[src/rtl/byte_keystream_xor_decryptor_unit_macros.svh]
// Assertion helpers used by bkx_core.
`ifndef BYTE_KEYSTREAM_XOR_DECRYPTOR_UNIT_MACROS_SVH
`define BYTE_KEYSTREAM_XOR_DECRYPTOR_UNIT_MACROS_SVH

// Check a property on every rising clock edge outside reset.
`define BKX_ASSERT(label, clk, rst, prop, msg) \
   label: assert property (@(posedge clk) disable iff (rst) prop) else $error(msg);

// Check a property on every rising clock edge, reset included.
`define BKX_ASSERT_ALWAYS(label, clk, prop, msg) \
   label: assert property (@(posedge clk) prop) else $error(msg);

`endif

[src/rtl/bkx_pkg.sv]
package bkx_pkg;

   localparam logic [2:0] HeaderLen      = 3'd4;
   localparam logic [1:0] KeySelectReset = 2'd1;

   // key_select codes
   localparam logic [1:0] KeySelPairA    = 2'd0;
   localparam logic [1:0] KeySelPairB    = 2'd1;
   localparam logic [1:0] KeySelPairC    = 2'd2;
   localparam logic [1:0] KeySelPass     = 2'd3;

   typedef struct packed {
      logic [7:0] data_byte;
      logic       first_byte;
      logic       last_byte;
   } item_type;

   function automatic logic [31:0] add_const(input logic [1:0] sel);
      logic [31:0] c;
      case (sel)
         KeySelPairA: c = 32'h0000_0D22;
         KeySelPairB: c = 32'h0000_0F43;
         KeySelPairC: c = 32'h0000_0292;
         default:     c = 32'h0000_0000;
      endcase
      return c;
   endfunction

   function automatic logic [15:0] mul_const(input logic [1:0] sel);
      logic [15:0] c;
      case (sel)
         KeySelPairA: c = 16'h0849;
         KeySelPairB: c = 16'h356B;
         KeySelPairC: c = 16'h57A7;
         default:     c = 16'h0000;
      endcase
      return c;
   endfunction

endpackage

[src/rtl/byte_keystream_xor_decryptor_unit.sv]
// Byte keystream XOR decryptor. Takes one encrypted byte per cycle on req_ and
// returns one decrypted byte per cycle on rsp_ while rsp_ready is high, through
// the input and result registers. The first four bytes of each file (first_byte,
// or the byte after last_byte) load the 32-bit key little-endian and produce no
// rsp_ transaction. Each later byte steps the key with one 32x16 multiply-add
// and a combinational feedback shift; that key recurrence sets the rate at one
// byte per cycle. key_select picks the constant pair (3 passes bytes through
// unchanged) and must be written only while no transaction is in flight.
module byte_keystream_xor_decryptor_unit
   import bkx_pkg::*;
(
   input  logic       clock,
   input  logic       reset,
   input  logic       req_valid,
   output logic       req_ready,
   input  logic [7:0] req_data_byte,
   input  logic       req_first_byte,
   input  logic       req_last_byte,
   output logic       rsp_valid,
   input  logic       rsp_ready,
   output logic [7:0] rsp_plain_byte,
   output logic       rsp_last_out,
   input  logic       csr_write_enable,
   input  logic [1:0] csr_write_data
);

   item_type req_item;
   item_type item;
   logic     item_valid;
   logic     item_take;

   assign req_item.data_byte  = req_data_byte;
   assign req_item.first_byte = req_first_byte;
   assign req_item.last_byte  = req_last_byte;

   bkx_in_stage u_in_stage (
      .clock      (clock),
      .reset      (reset),
      .req_valid  (req_valid),
      .req_ready  (req_ready),
      .req_item   (req_item),
      .item_valid (item_valid),
      .item       (item),
      .item_take  (item_take)
   );

   bkx_core u_core (
      .clock            (clock),
      .reset            (reset),
      .item_valid       (item_valid),
      .item             (item),
      .item_take        (item_take),
      .csr_write_enable (csr_write_enable),
      .csr_write_data   (csr_write_data),
      .rsp_valid        (rsp_valid),
      .rsp_ready        (rsp_ready),
      .rsp_plain_byte   (rsp_plain_byte),
      .rsp_last_out     (rsp_last_out)
   );

endmodule

[src/rtl/bkx_in_stage.sv]
module bkx_in_stage
   import bkx_pkg::*;
(
   input  logic     clock,
   input  logic     reset,
   input  logic     req_valid,
   output logic     req_ready,
   input  item_type req_item,
   output logic     item_valid,
   output item_type item,
   input  logic     item_take
);

   logic     in_valid_ff, in_valid_in;
   item_type in_item_ff;
   logic     req_take;

   assign req_ready = !in_valid_ff || item_take;
   assign req_take  = req_valid && req_ready;

   always_comb begin
      in_valid_in = in_valid_ff;
      if (req_take) begin
         in_valid_in = 1'b1;
      end else if (item_take) begin
         in_valid_in = 1'b0;
      end
   end

   always_ff @(posedge clock) begin
      if (reset) begin
         in_valid_ff <= 1'b0;
      end else begin
         in_valid_ff <= in_valid_in;
      end
   end

   always_ff @(posedge clock) begin
      if (req_take) begin
         in_item_ff <= req_item;
      end
   end

   assign item_valid = in_valid_ff;
   assign item       = in_item_ff;

endmodule

[src/rtl/bkx_core.sv]
`include "byte_keystream_xor_decryptor_unit_macros.svh"

module bkx_core
   import bkx_pkg::*;
(
   input  logic       clock,
   input  logic       reset,
   input  logic       item_valid,
   input  item_type   item,
   output logic       item_take,
   input  logic       csr_write_enable,
   input  logic [1:0] csr_write_data,
   output logic       rsp_valid,
   input  logic       rsp_ready,
   output logic [7:0] rsp_plain_byte,
   output logic       rsp_last_out
);

   logic [1:0]  key_select_ff;
   logic [2:0]  hc_ff, hc_in;
   logic [31:0] key_ff, key_in;
   logic        rsp_valid_ff, rsp_valid_in;
   logic [7:0]  plain_ff;
   logic        last_ff;

   logic [2:0]  hc_eff;
   logic        emit;
   logic [31:0] prod;
   logic [31:0] v;
   logic [31:0] key_next;
   logic        feedback;

   // first_byte restarts header collection before the byte is used
   assign hc_eff = item.first_byte ? 3'd0 : hc_ff;
   assign emit   = item_valid && (hc_eff == HeaderLen);

   // header bytes never wait on the result side
   assign item_take = item_valid && (!emit || !rsp_valid_ff || rsp_ready);

   // keep only the low 32 bits of the product, the key wraps mod 2^32
   assign prod     = key_ff * {16'd0, mul_const(key_select_ff)};
   assign v        = add_const(key_select_ff) + prod;
   assign feedback = v[22] ^ v[10] ^ v[0];
   assign key_next = {feedback, v[31:1]};

   always_comb begin
      key_in = key_ff;
      hc_in  = hc_ff;
      if (item_take) begin
         if (emit) begin
            key_in = key_next;
            hc_in  = hc_eff;
         end else begin
            if (hc_eff == 3'd0) begin
               key_in = {24'd0, item.data_byte};
            end else begin
               key_in = key_ff | ({24'd0, item.data_byte} << {hc_eff[1:0], 3'b000});
            end
            hc_in = hc_eff + 3'd1;
         end
         if (item.last_byte) begin
            hc_in = 3'd0;
         end
      end
   end

   always_comb begin
      rsp_valid_in = rsp_valid_ff;
      if (item_take && emit) begin
         rsp_valid_in = 1'b1;
      end else if (rsp_ready) begin
         rsp_valid_in = 1'b0;
      end
   end

   always_ff @(posedge clock) begin
      if (reset) begin
         key_select_ff <= KeySelectReset;
         hc_ff         <= 3'd0;
         key_ff        <= 32'd0;
         rsp_valid_ff  <= 1'b0;
      end else begin
         if (csr_write_enable) begin
            key_select_ff <= csr_write_data;
         end
         hc_ff        <= hc_in;
         key_ff       <= key_in;
         rsp_valid_ff <= rsp_valid_in;
      end
   end

   always_ff @(posedge clock) begin
      if (item_take && emit) begin
         plain_ff <= item.data_byte ^ key_next[7:0];
         last_ff  <= item.last_byte;
      end
   end

   assign rsp_valid      = rsp_valid_ff;
   assign rsp_plain_byte = plain_ff;
   assign rsp_last_out   = last_ff;

   `BKX_ASSERT(hc_in_range, clock, reset, hc_ff <= HeaderLen, "header count beyond header length")
   `BKX_ASSERT(emit_sets_valid, clock, reset, (item_take && emit) |=> rsp_valid_ff, "result lost")
   `BKX_ASSERT(last_restarts_header, clock, reset, (item_take && item.last_byte) |=> (hc_ff == 3'd0), "header not restarted after last byte")
   `BKX_ASSERT(pass_mode_zero_key, clock, reset, (item_take && emit && key_select_ff == KeySelPass) |=> (key_ff == 32'd0), "pass-through mode left a nonzero key")
   `BKX_ASSERT(no_overwrite, clock, reset, (rsp_valid_ff && !rsp_ready) |-> !(item_take && emit), "pending result overwritten")

endmodule

[config.mk]
export PLATFORM = sky130hd
export DESIGN_NAME = byte_keystream_xor_decryptor_unit
export DESIGN_NICKNAME = d
export VERILOG_FILES = /design/src/rtl/bkx_pkg.sv /design/src/rtl/byte_keystream_xor_decryptor_unit.sv /design/src/rtl/bkx_in_stage.sv /design/src/rtl/bkx_core.sv
export VERILOG_INCLUDE_DIRS = /design/src /design/src/rtl
export SDC_FILE = /design/constraint.sdc
export NUM_CORES = 1
export LEC_CHECK = 0
export BUFFER_PORTS_ARGS = -buffer_cell sky130_fd_sc_hd__buf_2
export CORE_MARGIN = 2
export CORE_UTILIZATION = 40
export DETAILED_ROUTE_END_ITERATION = 8
export GPL_ROUTABILITY_DRIVEN = 0
export SYNTH_ARGS = -nofsm -noshare
export SYNTH_HDL_FRONTEND = slang
export SYNTH_SLANG_ARGS = --single-unit
[constraint.sdc]
create_clock -name clock -period 7.38 [get_ports clock]
set_clock_uncertainty 0.05 [all_clocks]
set_input_delay 1.476 -clock clock [delete_from_list [all_inputs] [get_ports clock]]
set_output_delay 1.476 -clock clock [all_outputs]
set_load 0.01 [all_outputs]
==> key figures <==
Die
  – Floorplan die height: 183.5 um
  – Io pins: 28
  – Die extent in x: 183.5 um
  – Initial core utilization: 0.4075
  – Number of placement rows: 65
  – Die area: 33680 sq um
  – Core outline area: 31640 sq um

Global routing
  – Vias in the first global route: 9902
  – Initial antenna violation count: 0
  – Wire length of the first global-routing pass: 54700 um
  – All-layer global routing usage: 0.2125
  – Total global routing overflow: 0
  – Maximum number of pins on one net before global-route repair: 33

Timing
  – Accumulated negative setup slack: 0 ns
  – Worst Max-Slew Pin Slew: approximately 0.77 ns
  – Portion of the clock cycle consumed by the worst path in the final layout: 0.9524
  – Maximum achievable frequency: 142.3 MHz
  – Final critical path time including I/O delays and setup: around 7.0 ns
  – Setup-violating endpoint count in the final report: 0
  – Slew Viols, Final: 0
  – RSZ-0062 raised after global routing: no
  – Worst Hold Margin: 0.4467 ns
  – Normalized max-slew margin: 0.4861
  – Number of failing hold endpoints at the final stage: 0

Worst setup path
  – Worst path slowest cell: fa_1
  – Endpoint arrival time on the critical path: 7.19 ns
  – Top fanout value on the critical path: 32
  – Launching element type of the critical path: flop
  – Critical path type: flop to flop
  – Largest stage delay on the critical path: 0.55 ns
  – Nature of the critical path endpoint: flop
  – Required time at the worst-slack endpoint: 7.54 ns

Power
  – Switching power as a share of total power: 0.3922
  – Power after layout: 1.259 mW
  – Combinational cell fraction of total power: 0.405
  – Internal power consumption: 0.7652 mW
  – Clk pwr share: 0.306
  – Sequential power share: 0.290
  – Leak: between 7 and 8 nW
  – Net switching power figure: 0.4938 mW
  – Highest ir drop seen on vdd: 0.0001727 V
  – Pwr Density: approximately 90 nW/um^2

CTS
  – Max Buffers Root-to-Sink: 2
  – Num CTS Buffers: 9
  – Clock H-tree levels: 3
  – Count of clock tree sinks: 58
  – Number of gates resized after CTS: 0
  – Number of setup buffers added after CTS: 0
  – TritonCTS clock tree: yes
  – Clock latency on the worst-skew pair: ~0.33 ns
  – Number of buffers added to fix hold violations after cts: 0
  – Buffer type at the clock tree root: clkbuf_16
  – Clock transition at path regs: 0.06 ns

Route
  – DRT iter0 DRCs: 612
  – Aggregate routed wire length: 33680 um
  – Via-to-Cell Ratio: a little over 5
  – Routed len/inst: 18.32 um
  – Post-route DRC violation count: 0
  – Antenna-violating nets left: 0
  – Number of vias after detailed routing: 9275
  – Drt pass-1 iters: 5

Synth
  – Post-synthesis area per instance: ~9.1 sq um
  – Top post-synthesis cells by area: fa_1 (40%), ha_1 (13%), inv_1 (11%)
  – Syn_nets: 1815
  – Number of distinct library cell variants in the gate-level netlist after synthesis: 61
  – Area share of the largest cell type after synthesis: 0.3991
  – Flip-flop and latch count after synthesis: 58
  – Synth Flop Type: dfxtp_1
  – Fraction of registers with async set/reset: 0
  – Number of instances in the synthesized netlist: 1411
  – Number of warnings issued by yosys: 0
  – Cell type with the highest aggregate area in the netlist: fa_1
  – Sequential fraction of the synthesis area: 0.1048
  – Post-synth EDFFs: 19
  – Mapped Area: 12890 sq um

Worst hold path
  – Worst Hold Class: flop to flop

Finish
  – Net count reported at finish: 1836
  – Count of inserted antenna diode cells: 0
  – Number of fill cells: 3127
  – Number of non-filler instances in the completed layout: ~1800
  – Share of final-layout standard cells stronger than drive strength 1: 0.05358
  – Layout overhead on the synthesized area: 7.202%
  – Final Util: 0.4368

Status
  – Run status: complete, no violations

Placed design
  – Count of port buffers added during placement: 27
  – HPWL after detailed placement: 29490 um
  – Cell count after placement: 1823

Flow run
  – MaxCap Viol Count: 0
[logic make-up (layout without fill, tap and decap cells)]
logic type	after synthesis	count (layout)	share of synthesized area
simple gates	309	309	0.1085
flops	58	58	0.1048
compound gates	165	165	0.08658
xor+xnor	77	77	0.05232
buf+inv	413	439	0.1208
mux	2	2	0.001650
fa+ha+maj	387	387	0.5253
[sequential cells by signal, indices dropped and copies added, names as in the netlist]
name / cells
u_core.key_ff: 32
u_in_stage.item: 10
u_core.rsp_plain_byte: 8
u_core.hc_ff: 3
u_core.key_select_ff: 2
u_core.rsp_last_out: 1
u_core.rsp_valid: 1
u_in_stage.item_valid: 1
[critical path: cells and delay by family, from the launching register on]
kind / cells / cell delay (ns)
adders and majority gates: 8 / 3.32
AOI/OAI and AO/OA: 9 / 1.84
buffers and inverters: 6 / 0.50
xor gates and xnor gates: 2 / 0.41
DFF: 1 / 0.39
and+or+nand+nor: 2 / 0.37
[stage by stage]
step,cell area [sq um],setup slack [ns]
after floorplan,12890,0.2683
after global placement,13540,0.5037
after detailed placement,13540,0.4372
after CTS,13820,0.3866
after global routing,13820,0.07447
final,13820,0.3510
[cells in the mapped netlist (2+ instances only)]
| cell | count |
|---|---|
| nand3_1 | 7 |
| a211oi_1 | 10 |
| o21ai_0 | 20 |
| and2_1 | 53 |
| inv_1 | 379 |
| o211a_1 | 6 |
| nand4_1 | 2 |
| a21oi_1 | 59 |
| o211ai_1 | 3 |
| a221oi_1 | 2 |
| o21ai_1 | 3 |
| a31oi_1 | 5 |
| clkbuf_1 | 27 |
| buf_2 | 3 |
| edfxtp_1 | 19 |
| o21bai_1 | 12 |
| fa_1 | 257 |
| xor2_1 | 33 |
| a221o_1 | 2 |
| and3_1 | 3 |
| nor3_1 | 6 |
| nor2b_1 | 14 |
| nand2b_1 | 6 |
| ha_1 | 130 |
| nand3_2 | 2 |
| xnor2_1 | 44 |
| buf_1 | 2 |
| o221a_2 | 2 |
| a22oi_1 | 8 |
| a21o_1 | 7 |
| o22ai_1 | 8 |
| nor2_1 | 65 |
| dfxtp_1 | 39 |
| nand2_1 | 146 |
[power by group through the flow]
stage | registers (mW) | logic (mW) | clock network, mW
after detailed placement | 0.371 | 0.502 | 0
after global routing | 0.365 | 0.562 | 0.404
after global placement | 0.371 | 0.502 | 0
after CTS | 0.364 | 0.509 | 0.390
after floorplan | 0.359 | 0.360 | 0
final | 0.365 | 0.509 | 0.385
[area by class of cell]
cell class,count,area [sq um],area share
Timing Repair Buffer,43,267.8,0.01938
Clock buffer,9,225.2,0.01630
Clock inverter,7,56.30,0.004074
Inverter,380,1426,0.1032
Tap cell,402,503.0,0.03640
Multi-Input combinational cell,940,9990,0.7229
Sequential cell,58,1351,0.09778
[placed cells by master (no fill, tap or decap), types with 33 or more instances in the layout]
cell type  netlist  final
a21oi_1         59     59
and2_1          53     53
dfxtp_1         39     39
fa_1           257    257
ha_1           130    130
inv_1          379    379
nand2_1        146    146
nor2_1          65     64
xnor2_1         44     44
xor2_1          33     33
[routing by layer]
metal / part of all wire / global-route usage
met5: 0 / 0
met2: 0.48 / 0.3567
met4: 0.034 / 0.06720
met3: 0.041 / 0.02377
met1: 0.44 / 0.2884
[final timing paths]
path / from / depth (start not counted) / slack, ns / to
setup / recovery: u_core.key_select_ff[1]$_SDFFE_PP0P_ / 27 / 0.35 / u_core.key_ff[30]$_SDFFE_PP0P_
setup reg to reg: u_core.key_select_ff[1]$_SDFFE_PP0P_ / 27 / 0.35 / u_core.key_ff[30]$_SDFFE_PP0P_
hold / removal: u_core.hc_ff[2]$_SDFFE_PP0P_ / 2 / 0.45 / u_core.hc_ff[2]$_SDFFE_PP0P_
hold reg to reg: u_core.hc_ff[2]$_SDFFE_PP0P_ / 2 / 0.45 / u_core.hc_ff[2]$_SDFFE_PP0P_
No activity file was read; power rests on OpenSTA's default activity.
